[src/hdl/pcru_pkg.sv]
package pcru_pkg;

  // Chain and buffer sizing
  localparam int CHAIN_MODULES = 2;
  localparam int STORE_DEPTH   = 18;
  localparam int BCNT_W        = 5;
  localparam int MOD_W         = 4;
  localparam int VIDX_W        = 4;
  localparam int VALUE_W       = 14;
  localparam int MASK_W        = 12;
  localparam int RAW_W         = 12;

  // PEC and conversion constants
  localparam logic [7:0]  CRC_START  = 8'h41;
  localparam logic [7:0]  CRC_POLY   = 8'h07;
  localparam logic [12:0] RAW_OFFSET = 13'd512;

  // Last result index per module for the multi-result groups
  localparam logic [VIDX_W-1:0] CELL_LAST_IDX = 4'd11;
  localparam logic [VIDX_W-1:0] TEMP_LAST_IDX = 4'd2;

  // Job queue between the byte front end and the unpacker
  localparam int QDEPTH = 2;
  localparam int QPTR_W = 1;
  localparam int QCNT_W = 2;

  typedef enum logic [1:0] {
    GRP_CELLS = 2'd0,
    GRP_TEMPS = 2'd1,
    GRP_FLAGS = 2'd2,
    GRP_REF   = 2'd3
  } grp_t;

  typedef logic [STORE_DEPTH-1:0][7:0] store_t;

  // One checked module handed from the front end to the unpacker
  typedef struct packed {
    store_t            data;
    logic [MOD_W-1:0]  module_index;
    grp_t              grp;
    logic              pec_err;
    logic              final_mod;
  } job_t;

  // Number of data bytes that precede the PEC byte
  function automatic logic [BCNT_W-1:0] grp_len(input grp_t g);
    logic [BCNT_W-1:0] n;
    case (g)
      GRP_CELLS: n = 5'd18;
      GRP_TEMPS: n = 5'd5;
      GRP_FLAGS: n = 5'd3;
      GRP_REF:   n = 5'd2;
      default:   n = 5'd2;
    endcase
    return n;
  endfunction

  // CRC-8, MSB first, one byte
  function automatic logic [7:0] crc8_update(input logic [7:0] crc, input logic [7:0] b);
    logic [7:0] c;
    c = crc ^ b;
    for (int k = 0; k < 8; k++) begin
      c = c[7] ? ((c << 1) ^ CRC_POLY) : (c << 1);
    end
    return c;
  endfunction

endpackage

[src/hdl/pcru_front.sv]
module pcru_front import pcru_pkg::*; (
  input  logic       clk,
  input  logic       rst_n,
  input  logic       in_valid,
  output logic       in_ready,
  input  logic [7:0] rx_byte,
  input  logic       frame_start,
  input  grp_t       reg_group,
  output logic       push,
  output job_t       push_job,
  input  logic       q_full
);

  logic              active_r, active_nxt;
  grp_t              grp_r, grp_nxt;
  logic [BCNT_W-1:0] byte_count_r, byte_count_nxt;
  logic [MOD_W-1:0]  module_r, module_nxt;
  logic [7:0]        crc_r, crc_nxt;
  store_t            store_r;

  logic accept;
  logic is_data;
  logic pec_ok;
  logic last_mod;

  // Beats are taken whenever the job queue has room
  assign in_ready = !q_full;
  assign accept   = in_valid && in_ready;

  assign is_data  = byte_count_r < grp_len(grp_r);
  assign pec_ok   = (rx_byte == crc_r);
  assign last_mod = ({1'b0, module_r} + (MOD_W + 1)'(1)) >= (MOD_W + 1)'(CHAIN_MODULES);

  // A PEC beat of an armed frame becomes a job for the unpacker
  assign push = accept && !frame_start && active_r && !is_data;

  always_comb begin
    push_job.data         = store_r;
    push_job.module_index = module_r;
    push_job.grp          = grp_r;
    push_job.pec_err      = !pec_ok;
    push_job.final_mod    = last_mod;
  end

  // Frame tracking, byte counting and running CRC
  always_comb begin
    active_nxt     = active_r;
    grp_nxt        = grp_r;
    byte_count_nxt = byte_count_r;
    module_nxt     = module_r;
    crc_nxt        = crc_r;
    if (accept) begin
      if (frame_start) begin
        active_nxt     = 1'b1;
        grp_nxt        = reg_group;
        byte_count_nxt = '0;
        module_nxt     = '0;
        crc_nxt        = CRC_START;
      end else if (active_r) begin
        if (is_data) begin
          crc_nxt        = crc8_update(crc_r, rx_byte);
          byte_count_nxt = byte_count_r + BCNT_W'(1);
        end else if (!pec_ok) begin
          active_nxt = 1'b0;
        end else begin
          module_nxt     = module_r + MOD_W'(1);
          byte_count_nxt = '0;
          crc_nxt        = CRC_START;
          if (last_mod) begin
            active_nxt = 1'b0;
          end
        end
      end
    end
  end

  always_ff @(posedge clk) begin
    if (!rst_n) begin
      active_r     <= 1'b0;
      grp_r        <= GRP_CELLS;
      byte_count_r <= '0;
      module_r     <= '0;
      crc_r        <= CRC_START;
    end else begin
      active_r     <= active_nxt;
      grp_r        <= grp_nxt;
      byte_count_r <= byte_count_nxt;
      module_r     <= module_nxt;
      crc_r        <= crc_nxt;
    end
  end

  // Data byte buffer of the current module
  always_ff @(posedge clk) begin
    if (accept && !frame_start && active_r && is_data) begin
      store_r[byte_count_r] <= rx_byte;
    end
  end

endmodule

[src/hdl/pcru_queue.sv]
module pcru_queue import pcru_pkg::*; (
  input  logic clk,
  input  logic rst_n,
  input  logic push,
  input  job_t push_job,
  output logic full,
  input  logic pop,
  output logic valid,
  output job_t head
);

  job_t              entries_r [QDEPTH];
  logic [QPTR_W-1:0] wr_ptr_r, wr_ptr_nxt;
  logic [QPTR_W-1:0] rd_ptr_r, rd_ptr_nxt;
  logic [QCNT_W-1:0] count_r, count_nxt;

  assign full  = (count_r == QCNT_W'(QDEPTH));
  assign valid = (count_r != '0);
  assign head  = entries_r[rd_ptr_r];

  // Pointer and occupancy update
  always_comb begin
    wr_ptr_nxt = push ? wr_ptr_r + QPTR_W'(1) : wr_ptr_r;
    rd_ptr_nxt = pop  ? rd_ptr_r + QPTR_W'(1) : rd_ptr_r;
    count_nxt  = count_r + QCNT_W'(push) - QCNT_W'(pop);
  end

  always_ff @(posedge clk) begin
    if (!rst_n) begin
      wr_ptr_r <= '0;
      rd_ptr_r <= '0;
      count_r  <= '0;
    end else begin
      wr_ptr_r <= wr_ptr_nxt;
      rd_ptr_r <= rd_ptr_nxt;
      count_r  <= count_nxt;
    end
  end

  // Entry storage
  always_ff @(posedge clk) begin
    if (push) begin
      entries_r[wr_ptr_r] <= push_job;
    end
  end

  a_no_overflow: assert property (@(posedge clk) disable iff (!rst_n)
    full |-> !push) else $error("job pushed into a full queue");

  a_no_underflow: assert property (@(posedge clk) disable iff (!rst_n)
    !valid |-> !pop) else $error("job popped from an empty queue");

endmodule

[src/hdl/pcru_back.sv]
module pcru_back import pcru_pkg::*; (
  input  logic                      clk,
  input  logic                      rst_n,
  input  logic                      q_valid,
  input  job_t                      q_head,
  output logic                      pop,
  output logic                      out_valid,
  input  logic                      out_ready,
  output logic [MOD_W-1:0]          out_module_index,
  output logic [VIDX_W-1:0]         out_value_index,
  output logic signed [VALUE_W-1:0] out_value,
  output logic [MASK_W-1:0]         out_under_mask,
  output logic [MASK_W-1:0]         out_over_mask,
  output logic                      out_status,
  output logic                      out_last,
  output logic                      out_frame_end
);

  logic [VIDX_W-1:0] idx_r, idx_nxt;
  logic              valid_r;
  logic [MOD_W-1:0]  mod_r;
  logic [VIDX_W-1:0] vidx_r;
  logic [VALUE_W-1:0] value_r;
  logic [MASK_W-1:0] under_r, over_r;
  logic              status_r, last_r, frame_end_r;

  logic [VIDX_W-1:0] last_idx;
  logic              adv;
  logic              is_last;
  logic [23:0]       trip;
  logic [RAW_W-1:0]  raw;
  logic signed [12:0] diff;
  logic signed [14:0] triple;
  logic signed [14:0] triple_adj;
  logic [MASK_W-1:0] um, om;
  logic [VIDX_W-1:0] vidx_c;
  logic [VALUE_W-1:0] value_c;
  logic [MASK_W-1:0] under_c, over_c;

  // Index of the final result of the head job
  always_comb begin
    if (q_head.pec_err) begin
      last_idx = '0;
    end else begin
      case (q_head.grp)
        GRP_CELLS: last_idx = CELL_LAST_IDX;
        GRP_TEMPS: last_idx = TEMP_LAST_IDX;
        default:   last_idx = '0;
      endcase
    end
  end

  assign is_last = (idx_r == last_idx);
  assign adv     = q_valid && (!valid_r || out_ready);
  assign pop     = adv && is_last;
  assign idx_nxt = adv ? (is_last ? '0 : idx_r + VIDX_W'(1)) : idx_r;

  // Byte triple that holds a cell pair
  always_comb begin
    trip = '0;
    for (int g = 0; g < 6; g++) begin
      if (idx_r[3:1] == 3'(g)) begin
        trip = {q_head.data[3*g+2], q_head.data[3*g+1], q_head.data[3*g]};
      end
    end
  end

  // Pick the 12-bit raw reading for this result
  always_comb begin
    case (q_head.grp)
      GRP_CELLS: raw = idx_r[0] ? {trip[23:16], trip[15:12]} : {trip[11:8], trip[7:0]};
      GRP_TEMPS: begin
        case (idx_r[1:0])
          2'd0:    raw = {q_head.data[1][3:0], q_head.data[0]};
          2'd1:    raw = {q_head.data[2], q_head.data[1][7:4]};
          default: raw = {q_head.data[4][3:0], q_head.data[3]};
        endcase
      end
      default:   raw = {q_head.data[1][3:0], q_head.data[0]};
    endcase
  end

  // (raw - 512) * 3 / 2, rounded toward zero
  always_comb begin
    diff       = $signed({1'b0, raw}) - $signed(RAW_OFFSET);
    triple     = $signed({{2{diff[12]}}, diff}) + $signed({diff[12], diff, 1'b0});
    triple_adj = triple + $signed({14'd0, triple[14] & triple[0]});
  end

  // Under- and over-voltage masks from the flag bytes
  always_comb begin
    for (int i = 0; i < 3; i++) begin
      for (int j = 0; j < 4; j++) begin
        um[4*i+j] = q_head.data[i][2*j];
        om[4*i+j] = q_head.data[i][2*j+1];
      end
    end
  end

  // Result fields by job kind
  always_comb begin
    vidx_c  = '0;
    value_c = '0;
    under_c = '0;
    over_c  = '0;
    if (!q_head.pec_err) begin
      if (q_head.grp == GRP_FLAGS) begin
        under_c = um;
        over_c  = om;
      end else begin
        vidx_c  = idx_r;
        value_c = triple_adj[14:1];
      end
    end
  end

  // Result counter and output register
  always_ff @(posedge clk) begin
    if (!rst_n) begin
      idx_r   <= '0;
      valid_r <= 1'b0;
    end else begin
      idx_r <= idx_nxt;
      if (adv) begin
        valid_r <= 1'b1;
      end else if (out_ready) begin
        valid_r <= 1'b0;
      end
    end
  end

  always_ff @(posedge clk) begin
    if (adv) begin
      mod_r       <= q_head.module_index;
      vidx_r      <= vidx_c;
      value_r     <= value_c;
      under_r     <= under_c;
      over_r      <= over_c;
      status_r    <= q_head.pec_err;
      last_r      <= is_last;
      frame_end_r <= is_last && (q_head.pec_err || q_head.final_mod);
    end
  end

  assign out_valid        = valid_r;
  assign out_module_index = mod_r;
  assign out_value_index  = vidx_r;
  assign out_value        = $signed(value_r);
  assign out_under_mask   = under_r;
  assign out_over_mask    = over_r;
  assign out_status       = status_r;
  assign out_last         = last_r;
  assign out_frame_end    = frame_end_r;

  a_idx_in_range: assert property (@(posedge clk) disable iff (!rst_n)
    idx_r <= CELL_LAST_IDX) else $error("result index beyond the cell count");

  a_mid_job_head: assert property (@(posedge clk) disable iff (!rst_n)
    idx_r != '0 |-> q_valid) else $error("job left the queue before its last result");

  a_error_closes: assert property (@(posedge clk) disable iff (!rst_n)
    valid_r && status_r |-> last_r && frame_end_r)
    else $error("PEC error beat does not close the frame");

endmodule

[src/hdl/pec_checked_readback_unpacker_core.sv]
// Unpacks the response bytes of a daisy-chained battery-monitor register readback. A beat with
// frame_start set arms a frame and selects the register group; every later beat is one response
// byte. Data bytes of each module are buffered and checked with CRC-8 (poly 0x07, seed 0x41);
// on the PEC beat the module is handed to the unpacker through a two-entry job queue. The input
// takes one byte per cycle and stalls only while that queue is full. The unpacker emits one
// result beat per cycle while the receiver takes them: 12 for cells, 3 for temperatures, 1 for
// flags, reference or a PEC error; the output register lets a new result load in the same
// cycle the previous one is taken.
module pec_checked_readback_unpacker_core import pcru_pkg::*; (
  input  logic        clk,
  input  logic        rst_n,
  input  logic        in_tvalid,
  output logic        in_tready,
  input  logic [7:0]  in_tdata,   // [7:0] rx_byte
  input  logic [2:0]  in_tuser,   // [0] frame_start, [2:1] reg_group
  output logic        out_tvalid,
  input  logic        out_tready,
  output logic [47:0] out_tdata,  // [3:0] module_index, [7:4] value_index, [21:8] value,
                                  // [33:22] under_mask, [45:34] over_mask, [47:46] zero
  output logic [1:0]  out_tuser,  // [0] status, [1] frame_end
  output logic        out_tlast
);

  logic push, q_full, pop, q_valid;
  job_t push_job, q_head;

  logic [MOD_W-1:0]          r_module_index;
  logic [VIDX_W-1:0]         r_value_index;
  logic signed [VALUE_W-1:0] r_value;
  logic [MASK_W-1:0]         r_under_mask, r_over_mask;
  logic                      r_status, r_frame_end;

  // Byte intake, CRC check and module buffering
  pcru_front u_front (
    .clk         (clk),
    .rst_n       (rst_n),
    .in_valid    (in_tvalid),
    .in_ready    (in_tready),
    .rx_byte     (in_tdata),
    .frame_start (in_tuser[0]),
    .reg_group   (grp_t'(in_tuser[2:1])),
    .push        (push),
    .push_job    (push_job),
    .q_full      (q_full)
  );

  // Checked modules waiting to be unpacked
  pcru_queue u_queue (
    .clk      (clk),
    .rst_n    (rst_n),
    .push     (push),
    .push_job (push_job),
    .full     (q_full),
    .pop      (pop),
    .valid    (q_valid),
    .head     (q_head)
  );

  // Result generation
  pcru_back u_back (
    .clk              (clk),
    .rst_n            (rst_n),
    .q_valid          (q_valid),
    .q_head           (q_head),
    .pop              (pop),
    .out_valid        (out_tvalid),
    .out_ready        (out_tready),
    .out_module_index (r_module_index),
    .out_value_index  (r_value_index),
    .out_value        (r_value),
    .out_under_mask   (r_under_mask),
    .out_over_mask    (r_over_mask),
    .out_status       (r_status),
    .out_last         (out_tlast),
    .out_frame_end    (r_frame_end)
  );

  // Output beat packing
  assign out_tdata = {2'b00, r_over_mask, r_under_mask, r_value, r_value_index, r_module_index};
  assign out_tuser = {r_frame_end, r_status};

endmodule

[config.mk]
export PLATFORM = sky130hd
export DESIGN_NAME = pec_checked_readback_unpacker_core
export DESIGN_NICKNAME = d
export VERILOG_FILES = /design/src/hdl/pcru_pkg.sv /design/src/hdl/pcru_front.sv /design/src/hdl/pcru_queue.sv /design/src/hdl/pcru_back.sv /design/src/hdl/pec_checked_readback_unpacker_core.sv
export SDC_FILE = /design/constraint.sdc
export NUM_CORES = 1
export LEC_CHECK = 0
export BUFFER_PORTS_ARGS = -buffer_cell sky130_fd_sc_hd__buf_2
export CAP_MARGIN = 20
export CORE_MARGIN = 2
export CORE_UTILIZATION = 56
export DETAILED_ROUTE_END_ITERATION = 8
export GPL_TIMING_DRIVEN = 0
export PLACE_DENSITY = 0.76
export SLEW_MARGIN = 20
export SYNTH_ARGS = -nofsm -noshare
export SYNTH_HDL_FRONTEND = slang
export SYNTH_HIERARCHICAL = 1
export SYNTH_SLANG_ARGS = --single-unit
[constraint.sdc]
create_clock -name clk -period 9.2 [get_ports clk]
set_input_delay 1.84 -clock clk [delete_from_list [all_inputs] [get_ports clk]]
set_output_delay 1.84 -clock clk [all_outputs]
set_load 0.01 [all_outputs]
# After elaboration in Yosys (flattened, before gate mapping)
# Memories as Yosys holds them, arrays and structs flattened. A register that Yosys moved wholly into a read port is not among the register bits.
# Cells that the tools add are included.
[totals]
n_memories = 1
ram_bits = 304
inputBits = 15
word_cells = 155
regBits = 222
[memory_table]
columns = ["name", "depth", "width", "read_ports", "rd_ports_with_merged_regs", "wr", "line_no", "source"]
rows = [
  ["u_queue.entries_r", 2, 152, 1, 1, 1, "pcru_queue.sv:12", "job_t entries_r [QDEPTH];"],
]
[classes]
magnitude_cmp = 4
mux = 47
reduce_logical = 30
eq_ne = 15
addsub = 11
bitwise_logic = 11
[op_table]
columns = ["op", "n"]
rows = [
  ["144-bit bitwise mux", 1],
  ["24-bit 2-to-1 mux", 6],
  ["12-bit one-hot mux with 2 select lines", 2],
  ["8-bit demux with 5-bit select", 1],
  ["8-bit 2-to-1 mux", 5],
  ["3-bit 2-to-1 mux", 8],
  ["4-bit 2-to-1 mux", 6],
  ["3-bit inverter", 8],
  ["5-bit 2-to-1 mux", 4],
  ["5-bit one-hot mux with 4 select lines", 1],
  ["13-bit by 14-bit adder with 15-bit output", 1],
  ["15-bit by 2-bit adder with 15-bit output", 1],
  ["12-bit by 10-bit subtractor with 13-bit output, second input constant", 1],
  ["12-bit 2-to-1 mux", 1],
  ["1-bit 2-to-1 mux", 11],
  ["1-bit logical AND", 9],
  ["4-bit by 1-bit adder with 4-bit output, second input constant", 2],
  ["2-bit == test, second input constant", 4],
  ["8-bit == test", 1],
  ["4-bit one-hot mux with 2 select lines", 1],
  ["2-bit nonzero test", 4],
  ["8-bit XOR", 1],
  ["2-bit by 1-bit == test with 1-bit output, second input constant", 3],
  ["3-bit by 2-bit == test with 1-bit output, second input constant", 2],
  ["other kinds (24)", 34],
]

# Logic depth before layout (Yosys ltp)
# Gate-level depths: netlist (run 1).
[depth]
depth_word = 20
depth_mapped = 22
ltp_nobuf = 20

# Cells and area by module
# The synthesis (run 1) kept the hierarchy.
[modules_own_cells]
columns = ["module", "cells_each", "instances", "area_each_um2", "seq_area_each_um2"]
rows = [
  ["pcru_queue", 494, 1, 11516.0, 9228.9],
  ["pcru_front", 330, 1, 5835.6, 4724.5],
  ["pcru_back", 521, 1, 4755.8, 1571.5],
  ["pec_checked_readback_unpacker_core", 5, 1, 33.8, 0.0],
]

# Worst setup path after synthesis (run 1)
# Ideal clock, no wire load.
[synth_timing]
path_kind = "input -> register"
from = "in in_tuser[0]"
to = "mem u_queue/entries_r[0][0] in the netlist's numbering (enable)"
required_time_ps = 8516
setup_slack_ps = -588
stages = 3
setup_ps = 684
arrival_time_ps = 9104
cell_sequence = "clkbuf_1 -> nor3_1 -> nor2b_1"
[synth_via]
elab_chain_cells = 6
[synth_rtl]
columns = ["element", "line_no", "source"]
rows = [
  ["start, declared", "pec_checked_readback_unpacker_core.sv:15", "input logic [2:0] in_tuser,"],
  ["1-bit logical NOT", "pcru_front.sv:35", "assign push = accept && !frame_start && active_r && !is_data;"],
  ["1-bit logical AND (3 in series)", "pcru_front.sv:35", ""],
  ["net push", "pec_checked_readback_unpacker_core.sv:24", "logic push, q_full, pop, q_valid;"],
  ["1-bit 2-to-1 mux", "pcru_queue.sv:42", "if (push) begin"],
  ["1-bit 2-to-1 mux (implied by the code)", "pcru_queue.sv:43", "entries_r[wr_ptr_r] <= push_job;"],
  ["end, declared", "pcru_queue.sv:12", ""],
]
# The timed path passes the listed nets, and every way through them passes these cells.

# Worst setup path in the final report (run 1)
[layout_timing]
from = "reg u_back.idx_r[1]"
to = "reg u_back.value_r[12], in the netlist u_back/out_value[12] (data pin)"
[layout_via]
elab_chain_cells = 13
[layout_rtl]
columns = ["element", "line_no", "source"]
rows = [
  ["start, declared", "pcru_back.sv:19", "logic [VIDX_W-1:0] idx_r, idx_nxt;"],
  ["start signal, assigned", "pcru_back.sv:123", "idx_r <= idx_nxt;"],
  ["3-bit logical NOT", "pcru_back.sv:62", "if (idx_r[3:1] == 3'(g)) begin"],
  ["24-bit 2-to-1 mux (6 in series)", "pcru_back.sv:62", ""],
  ["12-bit 2-to-1 mux", "pcru_back.sv:71", "GRP_CELLS: raw = idx_r[0] ? {trip[23:16], trip[15:12]} : {trip[11:8], trip[7:0]};"],
  ["12-bit one-hot mux with 2 select lines *", "pcru_back.sv:70", "case (q_head.grp)"],
  ["12-bit by 10-bit subtractor with 13-bit output *", "pcru_back.sv:85", "diff = $signed({1'b0, raw}) - $signed(RAW_OFFSET);"],
  ["13-bit by 14-bit adder with 15-bit output *", "pcru_back.sv:86", "triple = $signed({{2{diff[12]}}, diff}) + $signed({diff[12], diff, 1'b0});"],
  ["1-bit AND", "pcru_back.sv:87", "triple_adj = triple + $signed({14'd0, triple[14] & triple[0]});"],
  ["15-bit by 2-bit adder with 15-bit output *", "pcru_back.sv:87", ""],
  ["end signal, assigned", "pcru_back.sv:136", "value_r <= value_c;"],
  ["end, declared", "pcru_back.sv:23", "logic [VALUE_W-1:0] value_r;"],
]
# Mark *: on every way between the ends. The rest lies on a longest branch, timed or not.
# A chain may end at the register's enable or synchronous reset.

==> out/metrics.cfg, run 1 <==
[place]
place_hpwl_um = 34500
pre_cts_slack_ns = 2.94
gp_congestion = 0.913
postPlaceCellArea_um2 = 23400
portBuffers = 65

[timing]
fin_crit_sh = 0.705
worst_slew_pin_slew_ns = 1.16
slew_viol_final = 0
relSlewSlack = 0.227
rsz0062_at_grt = false
finalSetupViolCount = 0
finClkSkew_ns = 0.0227
hold_viol_final = 0
tns_ns = 0
setup_ws_ns = 2.71
timing.final.crit_period_ns = 6.49
fmax_mhz = 154

[critical_path]
r2r_slack_ns = 2.71
cp_max_fo = 10
worst_setup_path_start_kind = register
worstPathCellList = buf_2 > buf_2 > buf_1 > clkbuf_1 > o21ai_0 > a222oi_1 > a21oi_1 > o21ai_0 > o21ai_0 > ha_1 > fa_1 > a211oi_1 > o21bai_1 > a21oi_1 > mux2i_1 > o211ai_1 > nand2_1 > nand4bb_2 > or4_1 > a21oi_1
worstPathRequired_ns = 9.64
slowest_stage = buf_1
end_kind = register
cpPeakStageDelay_ns = 0.51
worstPathArrival_ns = 6.93
critPathKind = register to register

[logic_synthesis]
synth_cell_types = 80
synth_seq_area_share = 0.701
ys_async_sr_fraction = 0
syn_area_um2 = 22100
synth.most_common_cell = edfxtp_1
syn_avg_cell_area_um2 = 16.4
synth_common_cells = edfxtp_1, mux2_2, mux2_4, nor2_1, nand2_1
synthCells = 1350
synth_top_area_share = 0.674
yosys-top-cells-area = edfxtp_1, mux2_4, mux2_2
synth-edff-count = 497
yosys.area.top_type = edfxtp_1
ys_warn_count = 6
synth_seq_cells = 527
synthFlopType = edfxtp_1

[cts]
cts_max_path_buffers = 3
post_cts_buffers = 0
numCtsBuffers = 52
cts_root_buffer = clkbuf_16
postCtsResizedCells = 0
cts_tree = built
clock_sinks = 527
path_clk_slew_ns = 0.06
clk_latency_ns = 0.60
hold_buffers = 0
h-tree-depth = 2

[floorplan]
row_count = 72
die_height_um = 203
die_area_um2 = 41100
pin_count = 68
start_util = 0.570
die_w_um = 203
coreArea_um2 = 38800

[finish]
design_area_um2 = 25100
diodes = 0
fin_util = 0.646
nets = 1529
areaGrowthSynthToFinish_pct = 13.2
fillers = 2668
drive_above_1_share = 0.254

[power]
p_comb_frac = 0.089
clockPowerShare = 0.401
max-vdd-ir-drop_mv = 0.194
powerDensity_nw_per_um2 = 207
p_leak_nw = 8.51
power.switching_mw = 1.16
p_int_mw = 4.02
seq_power_share = 0.510
p_sw_frac = 0.224

[hold_path]
hold_path_class = register to register

[route]
postRouteAntennaNets = 0
drc = 0
wirelength_um = 51400
wl_per_cell_um = 25.2
drt_iter0_drc = 1423
first_pass_iters = 6
dr_total_vias = 12200
viasPerCell = 6.00

[grt]
grt_pass1_wl_um = 75500
gr-total-overflow = 0
antenna_found_initial = 2
grt_max_degree = 56
grt_pass1_vias = 12200
groute.usage.overall = 0.252

[job]
max_cap_violations = 0

[run_status]
status = finished clean

==> power groups by stage <==
| stage | Clock, mW | Combinational, mW | Sequential, mW |
|---|---|---|---|
| finish | 2.08 | 0.462 | 2.64 |
| global route | 2.20 | 0.498 | 2.64 |
| CTS | 2.11 | 0.458 | 2.64 |
| detailed placement | 0 | 0.456 | 2.69 |
| global placement | 0 | 0.448 | 2.69 |
| floorplan | 0 | 0.314 | 2.70 |
==> final timing paths <==
check,from,endpoint,depth (start not counted)
setup / recovery,u_back/idx_r[1],u_back/out_value[12],20
hold / removal,u_front/push_job[52],u_queue/entries_r[1][52],0
setup reg to reg,u_back/idx_r[1],u_back/out_value[12],20
hold reg to reg,u_front/push_job[52],u_queue/entries_r[1][52],0
==> logic make-up (layout without fill, tap and decap cells) <==
family / count (synthesis) / count (layout) / synth area share
flops: 527 / 527 / 0.701
simple gates: 269 / 269 / 0.0633
xor+xnor: 41 / 41 / 0.0181
other cells: 1 / 2 / 0.000169
compound gates: 190 / 190 / 0.0636
mux: 193 / 193 / 0.111
fa+ha+maj: 34 / 34 / 0.0196
buf+inv: 95 / 265 / 0.0229
==> registers in the layout, indices dropped and copies added (netlist names), 2 cells and up, named ones only <==
register,count
u_front/module_r,4
u_back/out_value,14
u_back/idx_r,4
u_back/out_value_index,4
u_front/crc_r,8
u_front/push_job,144
u_front/grp_r,2
u_back/out_module_index,4
u_queue/entries_r,304
u_front/byte_count_r,5
u_queue/count_r,2
u_back/out_over_mask,12
u_back/out_under_mask,12
==> layout make-up <==
| cell class | instances | area [µm²] | share of cell area |
|---|---|---|---|
| repair buffers | 75 | 578 | 0.0231 |
| well taps | 518 | 648 | 0.0259 |
| multi-input cells | 729 | 6130 | 0.244 |
| inverters | 28 | 105 | 0.00419 |
| clock inverters | 38 | 357 | 0.0142 |
| plain buffers | 67 | 405 | 0.0162 |
| flip-flops and latches | 527 | 15500 | 0.619 |
| clock buffers | 57 | 1320 | 0.0527 |
==> cell usage in the layout (no fill, tap or decap), types with 12 or more instances in the layout <==
cell and count:
mux2_2 93, nor3_1 12, a221oi_1 19, clkbuf_16 52
buf_2 80, xnor2_1 27, ha_1 33, nand3_1 26
a21oi_1 33, a22oi_1 18, nor2_1 77, and2_1 32
clkbuf_1 32, dfxtp_1 30, mux2_4 80, o21ai_0 36
mux2i_1 18, a22o_1 13, nand2_1 51, edfxtp_1 497
inv_1 26, clkinv_1 15, buf_6 13
==> critical path, delay by kind of cell (launching register included) <==
family	cells	cell delay (ns)
AOI/OAI and AO/OA	10	2.61
buffers and inverters	4	1.55
and+or+nand+nor	3	0.81
adders and majority gates	2	0.77
DFF	1	0.47
muxes	1	0.15
==> per-stage QoR <==
stage	power, mW	cells	hold WS (ns)
finish	5.18	2039	0.443
global route	5.34	2039	0.450
CTS	5.21	2039	0.443
detailed placement	3.15	1944	0.429
global placement	3.14	1934	0.421
floorplan	3.02	1351	0.421
==> routing by layer <==
metal	GRT usage	share of wire	vias up
li1	-	-	5475
met1	0.344	0.41	6200
met3	0.0372	0.074	66
met2	0.423	0.49	489
met4	0.0785	0.022	0
met5	0	0	-
(Power assumes the default switching activity.)
==> run 2: changes to the inputs <==
Settings changed: ABC_AREA from default to 1, CORE_UTILIZATION 56 to 60, PLACE_DENSITY 0.76 to 0.77.
Clock period 9.2 ns to 6 ns, I/O delays scaled along.
==> run 2 against run 1 <==
Against the previous run: via count grew 6.9%; die area shrank 6.5%; utilization grew 3.6 points; synthesized area is essentially flat; synthesized cell count grew 17%; clock power grew 50%; clock skew shrank 0.0029 ns; worst hold slack is essentially flat.
==> out/metrics.cfg, run 2 <==
[timing]
whs_ns = 0.442  ; -0.000313 ns
finClkSkew_ns = 0.0199  ; -0.00288 ns
fmax_mhz = 178  ; +15%
finalSetupViolCount = 0  ; unchanged
setup_ws_ns = 0.379  ; -2.33 ns
timing.final.crit_period_ns = 5.62  ; -0.867 ns
slew_viol_final = 0  ; unchanged
hold_viol_final = 0  ; unchanged
relSlewSlack = 0.345  ; +0.118
fin_crit_sh = 0.937  ; +0.232
rsz0062_at_grt = false
worst_slew_pin_slew_ns = 0.982  ; -0.173 ns
tns_ns = 0  ; unchanged

[power]
power.switching_mw = 1.50  ; +29%
p_leak_nw = 9.09  ; +6.8%
p_sw_frac = 0.203  ; -0.0206
p_int_mw = 5.85  ; +46%
p_comb_frac = 0.032  ; -0.057
seq_power_share = 0.545  ; +0.035
powerDensity_nw_per_um2 = 295  ; +43%
max-vdd-ir-drop_mv = 0.303  ; +57%
p_total_mw = 7.35  ; +42%
clockPowerShare = 0.423  ; +0.022

[cts]
post_cts_buffers = 0  ; unchanged
numCtsBuffers = 51  ; -1.9%
cts_max_path_buffers = 3  ; unchanged
clk_latency_ns = 0.60  ; about the same
cts_tree = built
hold_buffers = 0  ; unchanged
cts_root_buffer = clkbuf_16
clock_sinks = 527  ; unchanged
h-tree-depth = 2  ; unchanged
path_clk_slew_ns = 0.06  ; about the same
postCtsResizedCells = 0  ; unchanged

[logic_synthesis]
synth_cell_types = 54  ; -33%
synth_top_area_share = 0.674  ; about the same
synth_seq_cells = 527  ; unchanged
syn_area_um2 = 22200  ; about the same
syn_avg_cell_area_um2 = 14.0  ; -15%
synth_seq_area_share = 0.701  ; about the same
synthCells = 1585  ; +17%
synthFlopType = edfxtp_1
yosys.area.top_type = edfxtp_1
synth.most_common_cell = edfxtp_1
synth_common_cells = edfxtp_1, nand2_1, nor2_1, inv_1, mux2_4
synth-edff-count = 497  ; unchanged
yosys-top-cells-area = edfxtp_1, mux2_4, nand2_1
ys_async_sr_fraction = 0  ; unchanged
ys_warn_count = 6  ; unchanged

[grt]
grt_max_degree = 86  ; +54%
groute.usage.overall = 0.267  ; +0.0148
antenna_found_initial = 1  ; -1
gr-total-overflow = 0  ; unchanged
grt_pass1_vias = 12800  ; +4.7%
grt_pass1_wl_um = 75200  ; -0.48%

[finish]
design_area_um2 = 24900  ; -0.67%
final_common_cell = edfxtp_1
fillers = 2460  ; -7.8%
drive_above_1_share = 0.215  ; -0.0389
fin_cells = 2213  ; +8.5%
largest_reg_flops = 304  ; unchanged
regArea_um2 = 15500  ; unchanged
layout_common_cells = edfxtp_1, nand2_1, nor2_1
areaGrowthSynthToFinish_pct = 12.4
nets = 1761  ; +15%
multi_input_area_um2 = 5840  ; -4.7%
fin_util = 0.682  ; +0.0361
diodes = 0  ; unchanged
largest-register = u_queue/entries_r

[floorplan]
pin_count = 68  ; unchanged
row_count = 70  ; -2.8%
die_area_um2 = 38500  ; -6.5%
die_height_um = 196  ; -3.3%
coreArea_um2 = 36500  ; -5.9%
die_w_um = 196  ; -3.3%
start_util = 0.607  ; +0.0364

[place]
gp_congestion = 0.963  ; +5.5%
postPlaceCellArea_um2 = 23300  ; -0.40%
portBuffers = 64  ; -1.5%
pre_cts_slack_ns = 0.481  ; -2.46 ns
place_hpwl_um = 34300  ; -0.50%
place_inst = 2127  ; +9.4%

[route]
first_pass_iters = 5  ; -1
dr_total_vias = 13100  ; +6.9%
viasPerCell = 5.91  ; -1.5%
wl_per_cell_um = 23.1  ; -8.4%
drc = 0  ; unchanged
wirelength_um = 51100  ; -0.58%
postRouteAntennaNets = 0  ; unchanged
drt_iter0_drc = 1238  ; -13%

[critical_path]
worstPathRequired_ns = 6.34  ; -3.30 ns
worstPathArrival_ns = 5.96  ; -0.97 ns
worst_setup_path_start_kind = register
critPathKind = register to register
cp_max_fo = 10  ; unchanged
end_kind = register

[job]
max_cap_violations = 0  ; unchanged

[run_status]
status = finished clean

[hold_path]
hold_path_class = register to register

-- run 2: kinds of logic after synthesis --
| family | count (synthesis) | synth area share |
|---|---|---|
| other | 1 | 0.000169 |
| AO/OA/AOI/OAI | 152 | 0.0389 |
| multiplexers | 152 | 0.0908 |
| adder cells (fa/ha/maj) | 34 | 0.0195 |
| XOR/XNOR | 20 | 0.00791 |
| buffers and inverters | 178 | 0.0364 |
| AND/OR/NAND/NOR | 521 | 0.106 |
| flip-flops | 527 | 0.701 |
-- run 2: routing by layer --
layer / vias to the layer above / routed length, µm / track usage
li1: 5930 / - / -
met2: 621 / 24700 / 0.439
met5: - / 0 / 0
met4: 0 / 1940 / 0.111
met3: 122 / 3990 / 0.0462
met1: 6398 / 20500 / 0.356
-- run 2: power by group through the flow --
stage | clock network, mW | registers, mW | logic, mW
2_1_floorplan | 0 | 4.08 | 0.144
3_3_place_gp | 0 | 4.08 | 0.225
3_5_place_dp | 0 | 4.08 | 0.232
4_1_cts | 3.16 | 4.00 | 0.234
5_1_grt | 3.28 | 4.00 | 0.260
6_report | 3.11 | 4.00 | 0.236
-- run 2: path summary, 6_finish.rpt --
kind                                           start                       end  slack (ns)  cells after the start
worst max-delay path                 u_back/idx_r[1]      u_back/out_value[11]        0.38                     26
worst min-delay path            u_front/push_job[49]  u_queue/entries_r[0][49]        0.44                      0
worst max register to register       u_back/idx_r[1]      u_back/out_value[11]        0.38                     26
worst min register to register  u_front/push_job[49]  u_queue/entries_r[0][49]        0.44                      0
-- run 2: worst max-delay path: stages, from the launching register on --
cell	delay (ns)
dfxtp_1	0.60
inv_4	0.17
nor3_4	0.45
clkbuf_1	0.48
nand2_1	0.11
o211ai_1	0.15
o21ai_0	0.24
nand3_1	0.21
o22ai_1	0.21
a221oi_1	0.75
ha_1	0.41
nand2_1	0.08
nand2_1	0.05
nand2_1	0.07
nand2_1	0.07
nand2_1	0.08
nand2_1	0.05
a21oi_1	0.14
xor2_1	0.13
nor2_1	0.19
nand2_1	0.09
inv_1	0.06
nand2_1	0.09
nor2_1	0.21
nand3_1	0.10
nand2_1	0.08
nor2_1	0.07
-- run 2: layout make-up --
class                      count  share of cell area
sequential                   527               0.624
clock inverter                29              0.0115
clock buffer                  57              0.0530
multi-input combinational    881               0.234
timing repair buffer          73              0.0213
buffer                        49              0.0128
inverter                     129              0.0199
tap                          468              0.0235
